`config.mk`:
```
export PLATFORM = sky130hd
export DESIGN_NAME = ihd_mac
export DESIGN_NICKNAME = d
export VERILOG_FILES = /design/src/ihd_pkg.sv /design/src/ihd_mac.sv
export SDC_FILE = /design/constraint.sdc
export NUM_CORES = 2
export LEC_CHECK = 0
export BUFFER_PORTS_ARGS = -buffer_cell sky130_fd_sc_hd__buf_2
export CORE_AREA = 2 2 436 438
export CTS_BUF_LIST = sky130_fd_sc_hd__clkbuf_4
export DETAILED_ROUTE_END_ITERATION = 16
export DIE_AREA = 0 0 438 440
export PLACE_DENSITY = 0.56
export SKIP_CTS_REPAIR_TIMING = 1
export SLEW_MARGIN = 10
export SYNTH_ARGS = -nofsm -noshare
export SYNTH_HDL_FRONTEND = slang
export SYNTH_SLANG_ARGS = --single-unit
```
`constraint.sdc`:
```
create_clock -name clk_i -period 14.8 [get_ports clk_i]
set_input_delay 2.22 -clock clk_i [delete_from_list [all_inputs] [get_ports clk_i]]
set_output_delay 2.22 -clock clk_i [all_outputs]
set_load 0.1 [all_outputs]
```
`src/ihd_pkg.sv`:
```
// ----------------------------------------------------------------------------
// ihd_pkg: shared constants, coefficient tables and types
// Fixed-point formats, history memory geometry and the control/status
// structs that pass between the sequencer and the multiply-accumulate unit.
// ----------------------------------------------------------------------------
`default_nettype none

package ihd_pkg;

  // Number of filter taps; the legal range is 2 to 16.
  localparam int TAP_COUNT = 12;

  localparam int TapMax    = 16;
  localparam int TapsUsed  = (TAP_COUNT > TapMax) ? TapMax : ((TAP_COUNT < 2) ? 2 : TAP_COUNT);
  localparam int HistDepth = 1 << $clog2(TapsUsed);
  localparam int AddrW     = $clog2(HistDepth);
  localparam int CoefIdxW  = $clog2(TapMax);

  localparam int SampleW   = 24;
  localparam int HistW     = 32;
  localparam int CoefW     = 32;
  localparam int AccW      = 64;
  localparam int CoefFrac  = 26;
  localparam int FfProdW   = CoefW + SampleW;
  localparam int FbProdW   = CoefW + HistW;

  // Feed-forward taps, Q6.26. Taps past the twelfth are zero.
  localparam logic signed [CoefW-1:0] FfCoef [TapMax] = '{
    32'sd159192,  32'sd719141,  32'sd2037285, 32'sd4073797,
    32'sd6313472, 32'sd7796528, 32'sd7796528, 32'sd6313472,
    32'sd4073797, 32'sd2037285, 32'sd719141,  32'sd159192,
    32'sd0,       32'sd0,       32'sd0,       32'sd0
  };

  // Feedback taps, Q6.26. The zero-delay feedback tap is zero.
  localparam logic signed [CoefW-1:0] FbCoef [TapMax] = '{
    32'sd0,          -32'sd216469105, 32'sd532660960,  -32'sd896682079,
    32'sd1218745870, -32'sd1312754080, 32'sd1158571253, -32'sd825224675,
    32'sd469056287,  -32'sd204256553, 32'sd62575560,   -32'sd11133470,
    32'sd0,          32'sd0,          32'sd0,          32'sd0
  };

  typedef struct packed {
    logic             acc_clr;  // start a new sum
    logic             rd_vld;   // history read issued this cycle
    logic [AddrW-1:0] tap;      // tap index of that read
  } ihd_mac_ctl_t;

  typedef struct packed {
    logic             busy;     // products still in flight
    logic [HistW-1:0] y;        // rounded, saturated filter output
  } ihd_mac_st_t;

endpackage

`default_nettype wire

```
`src/ihd_mac.sv`:
```
// ----------------------------------------------------------------------------
// ihd_mac: multiply-accumulate unit of the decimator
// Multiplies the history words read from memory by their taps, sums them in
// a 64-bit accumulator and rounds and saturates the sum to a history word.
// ----------------------------------------------------------------------------
`default_nettype none

module ihd_mac import ihd_pkg::*; (
  input  wire logic                      clk_i,
  input  wire logic                      rst_ni,
  input  wire ihd_mac_ctl_t              ctl_i,
  input  wire logic signed [SampleW-1:0] in_hist_i,
  input  wire logic signed [HistW-1:0]   out_hist_i,
  output ihd_mac_st_t                    st_o
);

  localparam int ShW = AccW - CoefFrac;
  localparam logic [AccW-1:0] RoundBias = AccW'(1) << (CoefFrac - 1);

  logic                        rd_v_q;
  logic [AddrW-1:0]            tap_q;
  logic                        prod_v_q;
  logic signed [FfProdW-1:0]   prod_ff_d, prod_ff_q;
  logic signed [FbProdW-1:0]   prod_fb_d, prod_fb_q;
  logic [AccW-1:0]             acc_d, acc_q;
  logic [AccW-1:0]             rnd;
  logic [ShW-1:0]              sh;
  logic                        fits;

  // The registered read data lines up with the registered tap index.
  assign prod_ff_d = FfCoef[CoefIdxW'(tap_q)] * in_hist_i;
  assign prod_fb_d = FbCoef[CoefIdxW'(tap_q)] * out_hist_i;

  always_comb begin
    acc_d = acc_q;
    if (ctl_i.acc_clr) begin
      acc_d = '0;
    end else if (prod_v_q) begin
      acc_d = acc_q + AccW'(prod_ff_q) - AccW'(prod_fb_q);
    end
  end

  always_ff @(posedge clk_i or negedge rst_ni) begin
    if (!rst_ni) begin
      rd_v_q   <= 1'b0;
      prod_v_q <= 1'b0;
    end else begin
      rd_v_q   <= ctl_i.rd_vld;
      prod_v_q <= rd_v_q;
    end
  end

  always_ff @(posedge clk_i) begin
    tap_q     <= ctl_i.tap;
    prod_ff_q <= prod_ff_d;
    prod_fb_q <= prod_fb_d;
    acc_q     <= acc_d;
  end

  // Round half up, drop the coefficient fraction and saturate to 32 bits.
  assign rnd  = acc_q + RoundBias;
  assign sh   = rnd[AccW-1:CoefFrac];
  assign fits = (&sh[ShW-1:HistW-1]) | ~(|sh[ShW-1:HistW-1]);

  always_comb begin
    st_o.busy = rd_v_q | prod_v_q;
    if (fits) begin
      st_o.y = sh[HistW-1:0];
    end else if (sh[ShW-1]) begin
      st_o.y = {1'b1, {(HistW-1){1'b0}}};
    end else begin
      st_o.y = {1'b0, {(HistW-1){1'b1}}};
    end
  end

  a_prod_follows_read: assert property (@(posedge clk_i) disable iff (!rst_ni)
    prod_v_q |-> $past(rd_v_q))
    else $error("product marked valid without a read one cycle before");

  a_clear_when_idle: assert property (@(posedge clk_i) disable iff (!rst_ni)
    ctl_i.acc_clr |-> !st_o.busy)
    else $error("accumulator cleared while products are in flight");

endmodule

`default_nettype wire

```
======== Yosys cells after proc, flatten, opt, wreduce, memory -nomap -nowiden ========
Memories as Yosys holds them, arrays and structs flattened.
Index checks and enable logic that the tools add are counted.
storage, ports and cells
  bits of input ports ..................... 64
  bits in read-only memories .............. 1024
  flip-flop bits (word level) ............. 190
  memories ................................ 2
  logic and storage cells ................. 26
  output and inout bits ................... 33
memories
  memory           depth  width  read ports  clocked after memory_dff  write ports  line           source
  (no name shown)  16     32     1           0                         0            ihd_mac.sv:32  assign prod_fb_d = FbCoef[CoefIdxW'(tap_q)] * out_hist_i;
  (no name shown)  16     32     1           0                         0            ihd_mac.sv:31  assign prod_ff_d = FfCoef[CoefIdxW'(tap_q)] * in_hist_i;
operators by class
  bitwise logic cells ..................... 4
  reduce and logical (&&, ||, !) cells .... 2
  $mul .................................... 2
  multiplexer cells ....................... 6
  $add $sub $neg .......................... 3
  order comparisons ....................... 1
operators by type and width
  kind                      number
  $mux W32                  6
  $add A64 B26 Y64 const B  1
  $add A64 B64 Y64          1
  $mul A32 B32 Y64          1
  $sub A64 B64 Y64          1
  $mul A32 B24 Y56          1
  $reduce_and A7 Y1         1
  $reduce_or A7 Y1          1
  $ge A5 B5 Y1 const B      1
  $not A4 Y5                1
  $or A1 B1 Y1              2
  $not A1 Y1                1

======== Logic depth before layout (Yosys ltp) ========
  depth in word-level cells ............... 5
  mapped depth ............................ 38
  depth with buffers taken out ............ 34

======== Worst setup path before layout ========
OpenSTA, ideal clock, no wires.
  kind .................................... input -> register
  from .................................... in out_hist_i[5]
  to ...................................... reg prod_fb_q[62]
  buffers on the path ..................... 2
  slack ................................... 5.379 ns
  library setup time ...................... 0.072 ns
  arrival time ............................ 9.349 ns
  data required time ...................... 14.728 ns
  stages on the path ...................... 28
  path through ............................ clkbuf_1 > nand2_1 > inv_1 > fa_1 > fa_1 > fa_1 > fa_1 > inv_1 > fa_1 > inv_1 > fa_1 > inv_1 > fa_1 > inv_1 > fa_1 > ha_1 > clkbuf_1 > a21o_1 > a21o_1 > a21o_1 > a21oi_1 > nor2_1 > a21oi_1 > nand2_1 > a21oi_1 > o21bai_1 > a21oi_1 > xnor2_1
on the way
  longest elaborated chain between the ends .. 1
RTL lines
  element                 line           source
  start: declaration      ihd_mac.sv:13  input wire logic signed [HistW-1:0] out_hist_i,
  $mul A32 B32 Y64        ihd_mac.sv:32
  via prod_fb_d[62]       ihd_mac.sv:24  logic signed [FbProdW-1:0] prod_fb_d, prod_fb_q;
  end signal: assignment  ihd_mac.sv:56  prod_fb_q <= prod_fb_d;
  end: declaration        ihd_mac.sv:24
The timed path passes the listed nets, and every way through them passes these cells.
A chain may end at the register's enable or synchronous reset.

======== Worst setup path after layout ========
  from .................................... reg tap_q[1]
  to ...................................... reg prod_fb_q[62]
on the way
  longest elaborated chain between the ends .. 5
RTL lines
  element                                       line           source
  start: declaration                            ihd_mac.sv:21  logic [AddrW-1:0] tap_q;
  start signal: assignment                      ihd_mac.sv:54  tap_q <= ctl_i.tap;
  $not A4 Y5 (implied by the code)              ihd_mac.sv:32
  $mem_v2 Z16 W32                               n/a
  $mux W32 (implied by the code) (2 in series)  ihd_mac.sv:32
  $mul A32 B32 Y64                              ihd_mac.sv:32
  via prod_fb_d[62]                             ihd_mac.sv:24
The timed path passes the listed nets, and every way through them passes these cells. The select of a mux whose other input is x is not followed.

==> reports/metrics.cfg <==
[run_status]
outcome=finished clean

[timing]
rsz0062_at_grt=false
fin_setup_tns_ns=0
period_minus_slack_ns=10.69
timing.final.max_slew_violations=0
skew_ns=0.05480
worstMarginPinSlew_ns=1.016
setup_viol=0
max_freq_mhz=93.55
finalHoldViolations=0
fin_crit_sh_pct=72.23
relSlewSlack_pct=31.58

[synthesis]
synth_top_cells_by_count=inv_1, fa_1, nand2_1
synth_most_common_cell=inv_1
ys_top_cells_by_area=fa_1, inv_1, ha_1
synthAdderAreaFrac_pct=57.61
synth_edf_count=0
synth_top_family_by_area=adder cells
synth.top_cell.area_share_pct=48.39
syn_nets=9351
synth_ff_type=dfxtp_1
syn_inst=7220
seq_area_frac_synth_pct=5.820
ys_ff_latch=190
synthDistinctLibCells=93
syn-cell-area_um2=65530
postSynth.asyncResetShare_pct=1.053
syn_avg_cell_area_um2=9.076
synthMuxAreaShare_pct=0.7962
synthXorXnorAreaFrac_pct=2.740
yosysWarnings=0
synth_compound_area_share_pct=6.610
yosys.area_share.simple_pct=14.32
yosysTopAreaCell=fa_1

[route]
firstDrtPassIters=5
wl_um=193100
post_drt_wl_per_cell_um=20.14
vias=47386
drc=0
detail-route-antenna-nets=0
viasPerCell=4.941
first_iter_violations=2655

[die]
fp.dieArea_um2=192700
die_x_um=438
io_pins=97
start_util_pct=34.75
core_um2=188600
rows=160
die_y_um=440

[global_route]
grt_max_degree=76
grtUsageTotal_pct=20.71
grt_pass1_wl_um=306000
grt_overflow=0
antenna_found_initial=12
grt_pass1_vias=52171

[final_layout]
fill_cells=19300
multi_input_area_um2=54030
area_growth_syn_to_layout_pct=5.165
nets=9192
drive_gt1_share_pct=3.958
register_area_um2=3820

[critical_path]
worst-path-buf-inv=7
cp-start-kind=register
end_kind=register
r2r_slack_ns=4.11
setup.worst_path.class=reg2reg
crit_arrival_ns=11.36
cp_slowest_cell=a21boi_4
cp_common_cell=fa_1
required_ns=15.47
crit_family=adder cells
worstPathMaxFanout=32
slowest_delay_ns=0.82

[clocking]
path_clk_slew_ns=0.22
clockBufferDepth=2
htree_levels=4
numClockSinks=190
cts_tree=done
worstSkewPairLatency_ns=0.76
cts_buffers=17
cts-root-buf=clkbuf_4

[hold_path]
hp-class=reg2reg

[placed_design]
port_buffers=96
gp_congestion=0.9283
place_hpwl_um=155100

[job]
cap_violations=0

==> kinds of logic after synthesis <==
logic type               Yosys count
buffers and inverters           2109
adder cells (fa/ha/maj)         2067
AND/OR/NAND/NOR                 1943
AO/OA/AOI/OAI                    654
XOR/XNOR                         205
flip-flops                       190
multiplexers                      52
==> worst register-to-register path, delay by kind of cell, from the launching register on <==
family / cells / cell delay (ns)
flops: 1 / 0.76
compound gates: 7 / 2.74
simple gates: 5 / 0.79
buf+inv: 7 / 1.20
fa+ha+maj: 10 / 5.03
xor+xnor: 1 / 0.12
==> flip-flops by register name (all words and copies together) (netlist names) <==
register	flops
rd_v_q	1
tap_q	4
prod_fb_q	64
prod_v_q	1
prod_ff_q	56
acc_q	64
==> path summary, 6_finish.rpt <==
path                                 endpoint  startpoint  cells after the start
max in group asynchronous            prod_v_q      rst_ni                      1
worst min register to register       prod_v_q      rd_v_q                      0
worst min-delay path                 prod_v_q      rd_v_q                      0
worst max register to register  prod_fb_q[62]    tap_q[1]                     30
worst max-delay path            prod_fb_q[62]    tap_q[1]                     30
min in group asynchronous            prod_v_q      rst_ni                      1
==> per-layer routing <==
layer  global-route usage [%]  wire length (um)  share of wire (%)  vias to the layer above
met2                    35.72             95690                 50                     1423
li1                         -                 -                  -                    20966
met3                    2.511              9944                5.1                      393
met4                    9.627             11000                5.7                        2
met1                    25.84             76500                 40                    24602
met5                        0                10             0.0052                        -
==> placed cells by master (no fill, tap or decap), types with 14 or more instances in the layout <==
cell and count:
inv_1 1774, fa_1 1584, nand2_1 919, and2_1 580
ha_1 483, dfxtp_1 186, nor2_1 184, a21oi_1 168
xnor2_1 148, a21o_1 125, buf_2 96, o21ai_0 82
buf_4 59, xor2_1 56, nand3_1 54, mux2i_1 51
o21ai_1 39, and3_1 33, nand2b_1 30, nand4_1 29
o21bai_1 28, nor3_1 26, o21a_1 26, nor2b_1 23
a31oi_1 18, o31ai_1 17, clkbuf_4 17, o211ai_1 15
o21ai_2 14, a211oi_1 14, or2_2 14
==> cell type report <==
cell class | instances | area share (%)
diodes | 6 | 0.02179
clock buffers | 17 | 0.1852
clock inverters | 15 | 0.2778
inverters | 1776 | 9.674
multi-input cells | 4921 | 78.40
flip-flops and latches | 190 | 5.543
well taps | 2511 | 4.559
repair buffers | 155 | 1.340
==> per-stage QoR <==
step	area, um2	cells	hold WS, ns	setup slack [ns]	util (%)
6_report	68910	9591	0.4038	4.111	36.54
5_1_grt	68910	9590	0.4289	3.577	36.54
4_1_cts	68900	9585	0.4077	4.248	36.53
3_5_place_dp	68580	9553	0.3605	4.224	36.37
3_3_place_gp	68580	9553	0.3534	4.309	36.37
2_1_floorplan	65530	7220	0.3461	5.379	-
Power is left out: the tool's default activity adds up to more than one toggle a clock period on the data nets, which glitch-free logic cannot reach.
