<file path="config.mk">
export PLATFORM = sky130hd
export DESIGN_NAME = ihd_ram
export DESIGN_NICKNAME = d
export VERILOG_FILES = /design/src/ihd_ram.sv
export SDC_FILE = /design/constraint.sdc
export NUM_CORES = 1
export LEC_CHECK = 0
export BUFFER_PORTS_ARGS = -buffer_cell sky130_fd_sc_hd__buf_2
export CAP_MARGIN = 20
export CORE_AREA = 8 8 161 238
export CTS_BUF_LIST = sky130_fd_sc_hd__clkbuf_8
export CTS_CLUSTER_SIZE = 40
export DETAILED_ROUTE_END_ITERATION = 16
export DIE_AREA = 0 0 169 246
export GPL_TIMING_DRIVEN = 0
export PLACE_DENSITY_LB_ADDON = 0.15
export SLEW_MARGIN = 30
export SYNTH_ARGS = -nofsm -noshare
export SYNTH_HDL_FRONTEND = slang
export SYNTH_SLANG_ARGS = --single-unit
</file>
<file path="constraint.sdc">
create_clock -name clk_i -period 5.3 [get_ports clk_i]
set_clock_uncertainty 0.1 [all_clocks]
set_input_delay 1.06 -clock clk_i [delete_from_list [all_inputs] [get_ports clk_i]]
set_output_delay 1.06 -clock clk_i [all_outputs]
set_load 0.02 [all_outputs]
</file>
<file path="src/ihd_ram.sv">
// ----------------------------------------------------------------------------
// ihd_ram: generic simple dual-port RAM
// One write port and one read port with a registered read.
// ----------------------------------------------------------------------------
`default_nettype none

module ihd_ram #(
  parameter int Width = 32,
  parameter int Depth = 16
) (
  input  wire logic                     clk_i,
  input  wire logic                     we_i,
  input  wire logic [$clog2(Depth)-1:0] waddr_i,
  input  wire logic [Width-1:0]         wdata_i,
  input  wire logic [$clog2(Depth)-1:0] raddr_i,
  output logic      [Width-1:0]         rdata_o
);

  logic [Width-1:0] mem_q [Depth];

  always_ff @(posedge clk_i) begin
    if (we_i) begin
      mem_q[waddr_i] <= wdata_i;
    end
    rdata_o <= mem_q[raddr_i];
  end

endmodule

`default_nettype wire

</file>
* Yosys cells after proc, flatten, opt, wreduce, memory -nomap -nowiden
Memory sizes are Yosys's and may differ from the RTL's. A register that Yosys moved wholly into a read port is not among the register bits.
Index checks and enable logic that the tools add are counted.
** Storage, ports and cells
- Register bits :: 0
- Memories :: 1
- Word-level logic and storage cells :: 3
- Bits in writable memories :: 512
- Input port bits :: 42
- Output and inout bits :: 32
** Memories
- mem_q :: depth 16, width 32, rd ports 1, clocked after memory_dff 1, write ports 1, RTL line 19 : logic [Width-1:0] mem_q [Depth];
** Operators by class
- Mux-type cells :: 2
** Operators by type and width (number)
- $mux W1 :: 2

* Depth between registers and ports, before layout
Gate-level depths: netlist (run 1).
- Word-level depth :: 2
- Mapped depth :: 5
- Gate-level depth less buffers :: 3

* Worst setup path before layout (run 1)
No wires, ideal clock.
- Path kind :: input to register
- Start point :: input port waddr_i[2]
- End point :: memory mem_q[0][0], enable pin
- Buffers on the path :: 0
- Data arrival time :: 3778 ps
- Stages :: 2
- Setup slack :: 960 ps
- Setup time :: 461 ps
- Data required time :: 4739 ps
- Cell sequence :: or3b_2 > nor3_1
** RTL lines
- from (decl) :: RTL line 13 : input wire logic [$clog2(Depth)-1:0] waddr_i,
- to (decl) :: RTL line 19
Straight into the memory's write port.

* Worst setup path after layout (run 1)
- Start point :: input port waddr_i[2]
- End point :: memory mem_q[0][30], enable pin
Straight into the memory's write port.

==> results by group, run 1 <==
Power
  • LEAKAGE: 7.63 nW
  • Total power: 8.32 mW
  • Cell area power density: 360 nW/um^2
  • Maximum VDD drop: 0.246 mV

Critical path
  • CP Cell Sequence: buf_2, or3b_2, nor3_2, buf_6, buf_4, buf_4
  • Path length in cells of the critical path: 6
  • Critical path endpoint category: flop
  • Reg2reg path depth: 3
  • RR Startpoint: mem_q[0][10]$_DFFE_PP_
  • Top delay family on crit path: simple AND/OR/NAND/NOR gates
  • Most frequent CP cell: buf_4
  • Worst path bufs/invs: 4
  • Worst EP required: 5.51 ns
  • Worst flop-to-flop path endpoint: rdata_o[10]$_DFF_P_
  • Crit-path slowest cell: or3b_2
  • R2R setup slack: 3.83 ns
  • Critical path class: in2reg
  • CP Launch Type: primary input
  • Slowest Stage Delay on Critical Path: 0.59 ns
  • Crit Path Max Fanout: 6
  • WP data arrival: 2.90 ns

Worst hold path
  • Hold Path End: rdata_o[23]$_DFF_P_
  • Worst min path class: reg2reg
  • HP Start: mem_q[15][23]$_DFFE_PP_
  • Hold Crit Depth: 3

CTS
  • Cts repair resizes: 0
  • Num CTS Buffers: 78
  • Clock latency on the worst-skew pair: 0.61 ns
  • CTS tree: built
  • Clock sinks: 544
  • CTS clk-pin slew, worst paths: 0.06 ns
  • Root buffer cell: clkbuf_8
  • H-tree depth: 3
  • Post-CTS setup buffer count: 0
  • CTS max path bufs: 3
  • CTS Hold Buffers Added: 0

Logic synthesis
  • Ys async rst share: 0
  • Synth top area share: 0.774
  • Seq cells post-synth: 544
  • EDFF count, synth: 512
  • Most frequent cell after synthesis: edfxtp_1
  • Syn nets: 880
  • Gate Count Post-Synth: 838
  • YS warnings: 0
  • Leading area contributor after synthesis: edfxtp_1
  • Synth Flop Type: edfxtp_1
  • Cell Area, Synth: 19900 sq um
  • Synth area leaders: edfxtp_1, mux4_2, dfxtp_1
  • Most frequent cells after synthesis: edfxtp_1, mux4_2, a22oi_1
  • Sequential area share after synthesis: 0.807
  • Mean Syn Cell Area: 23.7 sq um
  • Synth cell types: 18

STA
  • Setup TNS: 0 ns
  • Fmax: 0.372 GHz
  • Slew margin rel.: 0.347
  • RSZ-0062 raised after global routing: no
  • Final Hold Fails: 0
  • Worst slew pin tran: 0.979 ns
  • # setup viols final: 0
  • Final setup margin: 2.61 ns
  • Final period utilization: 0.508
  • Tmin final: 2.69 ns
  • Final Max Slew Viols: 0

Placed design
  • Global placer's final weighted congestion: 0.688
  • # port buffers: 71
  • Pre-CTS setup slack: 2.00 ns
  • DP HPWL: 27700 um
  • Total placed instance area: 21700 sq um

Global route
  • Total Routing Usage GR: 0.216
  • First-pass GRT wire length: 64000 um
  • Pin count of the biggest net entering global routing: 17
  • Initial antenna violation count: 1
  • Grt total ovfl: 0
  • Vias in the first global route: 10000

Detailed routing
  • Routed vias/inst: 6.01
  • Routed wl met3: 3100 um
  • Met2 WL: 22700 um
  • Drt pass-1 iters: 5
  • Number of DRC markers in iteration 0: 952
  • Final wirelength: 43500 um
  • Routed len/inst: 27.8 um
  • Antenna-violating nets left: 0
  • Via Count: 9419
  • Top Metal Used: met4
  • WL met1: 16800 um
  • DRC Markers: 0

Floorplan
  • Die Area: 41600 sq um
  • Initial Util: 0.569
  • IO Pins: 74
  • Die width: 169 um
  • Row cnt: 84
  • Core area: 34900 sq um
  • Die H: 246 um

Layout
  • Ratio of cells with drive above 1 in the final layout: 0.340
  • Fin nets: 1078
  • Area Overhead vs Synth: 16.4%
  • Final Util: 0.662
  • Post-route cell area: 23100 sq um

Run
  • Max cap viols: 0

Status
  • Status: completed
## worst min-delay path, delay by kind of cell (launching register included)
family           cells  cell delay (ns)
flip-flops           1             0.31
multiplexers         1             0.22
AO/OA/AOI/OAI        1             0.06
AND/OR/NAND/NOR      1             0.05
## metrics by stage
step                hold slack, ns  cells
floorplan                    0.535    838
global placement             0.558   1382
CTS                          0.585   1566
finish                       0.578   1567
detailed placement           0.573   1429
global route                 0.608   1567
## layout by cell type, fill, tap and decap left out, drive strengths merged, types with 4 or more instances in the layout
cell type	synthesis	final
mux4	128	128
nor3	4	4
clkbuf	17	102
inv	0	32
a22oi	64	64
nand2	33	33
buf	26	144
edfxtp	512	512
dfxtp	32	32
clkinv	0	18
nor2	13	13
## layer usage
layer	vias to the layer above	GRT usage
met5	-	0
li1	3973	-
met1	4991	0.280
met3	65	0.0409
met2	390	0.368
met4	0	0.0660
## how the worst max path moves through the flow
stage / startpoint / to / slack, ns
5_1_grt: waddr_i[2] / mem_q[0][30]$_DFFE_PP_ / 2.59
3_5_place_dp: waddr_i[2] / mem_q[0][30]$_DFFE_PP_ / 2.00
3_3_place_gp: waddr_i[2] / mem_q[0][23]$_DFFE_PP_ / -1.79
2_1_floorplan: waddr_i[2] / mem_q[0][0]$_DFFE_PP_ / 0.96
6_report: waddr_i[2] / mem_q[0][30]$_DFFE_PP_ / 2.61
4_1_cts: waddr_i[2] / mem_q[0][30]$_DFFE_PP_ / 2.65
## registers in the layout, indices dropped and copies added, names as in the netlist
| name | flops |
|---|---|
| rdata_o | 32 |
| mem_q | 512 |
## power breakdown
group / switching [mW] / leakage [nW] / internal [mW]
Clock: 1.48 / 0.836 / 1.52
Sequential: 0.0229 / 4.89 / 4.81
Combinational: 0.293 / 1.90 / 0.191
## cell families after synthesis
family | after synthesis | synth area share
AOI/OAI and AO/OA | 64 | 0.0242
buffers and inverters | 43 | 0.0112
DFF | 544 | 0.807
muxes | 128 | 0.145
and+or+nand+nor | 59 | 0.0127
## area by class of cell
class / instances / area (sq um)
Sequential cell: 544 / 16000
Tap cell: 473 / 592
Antenna cell: 1 / 2.50
Multi-Input combinational cell: 251 / 3730
Buffer: 43 / 223
Clock inverter: 52 / 235
Fill cell: 2326 / 11800
Clock buffer: 85 / 1170
Timing Repair Buffer: 118 / 1150
No activity file was read; power rests on OpenSTA's default activity.
==> run 2: changes to the inputs <==
--- a/config.mk
+++ b/config.mk
@@ -5,13 +5,14 @@
 export SDC_FILE = /design/constraint.sdc
 export NUM_CORES = 1
 export LEC_CHECK = 0
+export ABC_AREA = 1
 export BUFFER_PORTS_ARGS = -buffer_cell sky130_fd_sc_hd__buf_2
 export CAP_MARGIN = 20
-export CORE_AREA = 8 8 161 238
+export CORE_AREA = 8 8 171 254
 export CTS_BUF_LIST = sky130_fd_sc_hd__clkbuf_8
 export CTS_CLUSTER_SIZE = 40
 export DETAILED_ROUTE_END_ITERATION = 16
-export DIE_AREA = 0 0 169 246
+export DIE_AREA = 0 0 179 262
 export GPL_TIMING_DRIVEN = 0
 export PLACE_DENSITY_LB_ADDON = 0.15
 export SLEW_MARGIN = 30
==> constraint.sdc (replaced) <==
create_clock -name clk_i -period 2.4 [get_ports clk_i]
set_clock_uncertainty 0.1 [all_clocks]
set_input_delay 0.48 -clock clk_i [delete_from_list [all_inputs] [get_ports clk_i]]
set_output_delay 0.48 -clock clk_i [all_outputs]
set_load 0.02 [all_outputs]
==> results by group, run 2 <==
CTS
  • CTS tree: built
  • H-tree depth: 3 (unchanged)
  • Cts repair resizes: 0 (unchanged)
  • CTS clk-pin slew, worst paths: 0.07 ns (about the same)
  • Clock latency on the worst-skew pair: 0.65 ns (+0.04 ns)
  • Clock sinks: 544 (unchanged)
  • Num CTS Buffers: 79 (+1.3%)
  • Post-CTS setup buffer count: 0 (unchanged)
  • CTS max path bufs: 3 (unchanged)
  • CTS Hold Buffers Added: 0 (unchanged)
  • Root buffer cell: clkbuf_8

Placed design
  • Global placer's final weighted congestion: 0.832 (+21%)
  • Pre-CTS setup slack: -0.0290 ns (-2.03 ns)
  • # port buffers: 71 (unchanged)
  • DP HPWL: 41300 um (+49%)

Logic synthesis
  • YS warnings: 0 (unchanged)
  • Most frequent cell after synthesis: nand2_1
  • Seq cells post-synth: 544 (unchanged)
  • Synth Flop Type: edfxtp_1
  • Synth cell types: 15 (-3)
  • Sequential area share after synthesis: 0.705 (-0.102)
  • EDFF count, synth: 512 (unchanged)
  • Syn nets: 2162 (+150%)
  • Cell Area, Synth: 22700 sq um (+14%)
  • Synth top area share: 0.676 (-0.0980)
  • Mean Syn Cell Area: 10.7 sq um (-55%)
  • Ys async rst share: 0 (unchanged)
  • Synth area leaders: edfxtp_1, nand2_1, nand3_1
  • Most frequent cells after synthesis: nand2_1, edfxtp_1, inv_1
  • Gate Count Post-Synth: 2120 (+150%)
  • Leading area contributor after synthesis: edfxtp_1

Critical path
  • Reg2reg path depth: 6 (+3)
  • R2R setup slack: 1.16 ns (-2.67 ns)
  • Path length in cells of the critical path: 5 (-1)
  • Crit Path Max Fanout: 14 (+8)
  • Worst Setup SP: waddr_i[2]
  • CP Launch Type: primary input
  • Crit-path slowest cell: nor2_4
  • Worst EP required: 2.63 ns (-2.88 ns)
  • RR Startpoint: mem_q[9][17]$_DFFE_PP_
  • Slowest Stage Delay on Critical Path: 0.57 ns (-0.02 ns)
  • CP Capture Point: mem_q[8][29]$_DFFE_PP_
  • Critical path endpoint category: flop
  • Worst path bufs/invs: 3 (-1)
  • Top delay family on crit path: simple AND/OR/NAND/NOR gates
  • Worst flop-to-flop path endpoint: rdata_o[17]$_DFF_P_
  • WP data arrival: 2.02 ns (-0.88 ns)
  • CP Cell Sequence: buf_2, nand3b_1, nor2_4, buf_16, buf_8
  • Critical path class: in2reg

Power
  • Internal power: 14.7 mW (+130%)
  • Switching share of total power: 0.241 (+0.0245)
  • LEAKAGE: 11.3 nW (+49%)
  • Switching power total: 4.65 mW (+160%)
  • Maximum VDD drop: 0.482 mV (+96%)
  • Comb pwr share: 0.078 (+0.020)
  • Seq pwr share: 0.552 (-0.029)
  • Clock Power Share: 0.370 (+0.009)
  • Cell area power density: 739 nW/um^2 (+110%)

Floorplan
  • Die width: 179 um (+5.9%)
  • Initial Util: 0.572 (+0.00284)
  • Core area: 39800 sq um (+14%)
  • Die Area: 46900 sq um (+13%)
  • Die H: 262 um (+6.5%)
  • Row cnt: 90 (+7.1%)
  • IO Pins: 74 (unchanged)

Layout
  • Antenna cells: 0 (-1)
  • Area Overhead vs Synth: 15.0%
  • Top Registers: mem_q (512), rdata_o (32)
  • Fin nets: 2343 (+120%)
  • Most flop-heavy register: mem_q
  • Commonest non-fill, non-tap cell in the layout: nand2_1
  • Most frequent cells in the layout: nand2_1, edfxtp_1, inv_1
  • Max reg flops: 512 (unchanged)
  • Ratio of cells with drive above 1 in the final layout: 0.131 (-0.209)
  • Final Util: 0.657 (-0.00505)

Detailed routing
  • Number of DRC markers in iteration 0: 1607 (+69%)
  • Via Count: 15900 (+69%)
  • Drt pass-1 iters: 6 (+1)
  • DRC Markers: 0 (unchanged)
  • Final wirelength: 62300 um (+43%)
  • Routed vias/inst: 5.53 (-8.0%)
  • Antenna-violating nets left: 0 (unchanged)
  • Routed len/inst: 21.7 um (-22%)

Status
  • Status: completed

STA
  • Final Hold Fails: 0 (unchanged)
  • Final setup margin: 0.609 ns (-2.00 ns)
  • RSZ-0062 raised after global routing: no
  • Tmin final: 1.79 ns
  • Fmax: 0.558 GHz
  • # setup viols final: 0 (unchanged)
  • Worst slew pin tran: 1.01 ns (+0.0347 ns)
  • Final Max Slew Viols: 0 (unchanged)
  • Slew margin rel.: 0.324 (-0.0231)
  • Final period utilization: 0.746

Global route
  • Grt total ovfl: 0 (unchanged)
  • First-pass GRT wire length: 93200 um (+46%)
  • Initial antenna violation count: 0 (-1)
  • Vias in the first global route: 15900 (+59%)
  • Pin count of the biggest net entering global routing: 19 (+2)
  • Total Routing Usage GR: 0.272 (+0.0564)

Worst hold path
  • Worst min path class: in2reg

Run
  • Max cap viols: 0 (unchanged)
run 2: kinds of logic (layout without fill, tap and decap cells):
group / after synthesis / count (layout) / share of synthesized area
buffers and inverters: 495 / 739 / 0.0954
flip-flops: 544 / 544 / 0.705
AND/OR/NAND/NOR: 1081 / 1081 / 0.200
run 2: worst min-delay path by stage:
stage                                 start                       to  slack [ns]  depth (start not counted)
floorplan                        wdata_i[0]    mem_q[0][0]$_DFFE_PP_        0.48                          0
global placement    mem_q[12][25]$_DFFE_PP_      rdata_o[25]$_DFF_P_        0.53                          6
detailed placement  mem_q[12][25]$_DFFE_PP_      rdata_o[25]$_DFF_P_        0.54                          6
CTS                              wdata_i[4]   mem_q[13][4]$_DFFE_PP_        0.08                          1
global route                    wdata_i[20]   mem_q[6][20]$_DFFE_PP_        0.11                          1
finish                          wdata_i[12]  mem_q[14][12]$_DFFE_PP_        0.11                          1
run 2: stage by stage:
step                      cell area [sq um]  std cells  power (mW)  TNS (ns)  hold WS, ns
after floorplan                       22700       2120        11.7    -55.15        0.479
after global placement                23700       2697        12.3   -703.71        0.529
after detailed placement              24600       2726        12.4    -0.244        0.544
after CTS                             26100       2870        19.4         0       0.0771
after global routing                  26100       2870        19.9         0        0.113
final                                 26100       2870        19.3         0        0.105
run 2: area by class of cell:
type / instances / area [sq um]
timing repair buffer: 100 / 1120
clock inverter: 56 / 318
buffer: 105 / 703
inverter: 390 / 1470
tap: 506 / 633
clock buffer: 88 / 1210
multi-input combinational: 1081 / 4670
fill: 2967 / 13600
sequential: 544 / 16000
run 2: metal layers:
layer	vias to the layer above	wire length (um)	track usage
met5	-	0	0
met4	0	3440	0.163
met3	212	5480	0.0495
met2	847	30800	0.457
met1	7594	22600	0.321
li1	7225	-	-
run 2: worst register-to-register path, stage by stage, from the launching register on:
cell and delay [ns]:
edfxtp_1 0.36, inv_1 0.07, nand2_1 0.05, nand3_1 0.08
nand3_1 0.17, nand3_1 0.15, nand2_1 0.13
run 2: power by group through the flow:
stage / Clock (mW) / Combinational, mW / Sequential, mW
floorplan: 0 / 0.726 / 11.0
global placement: 0 / 1.39 / 10.9
detailed placement: 0 / 1.50 / 10.9
CTS: 7.21 / 1.50 / 10.7
global route: 7.61 / 1.63 / 10.7
finish: 7.14 / 1.51 / 10.7
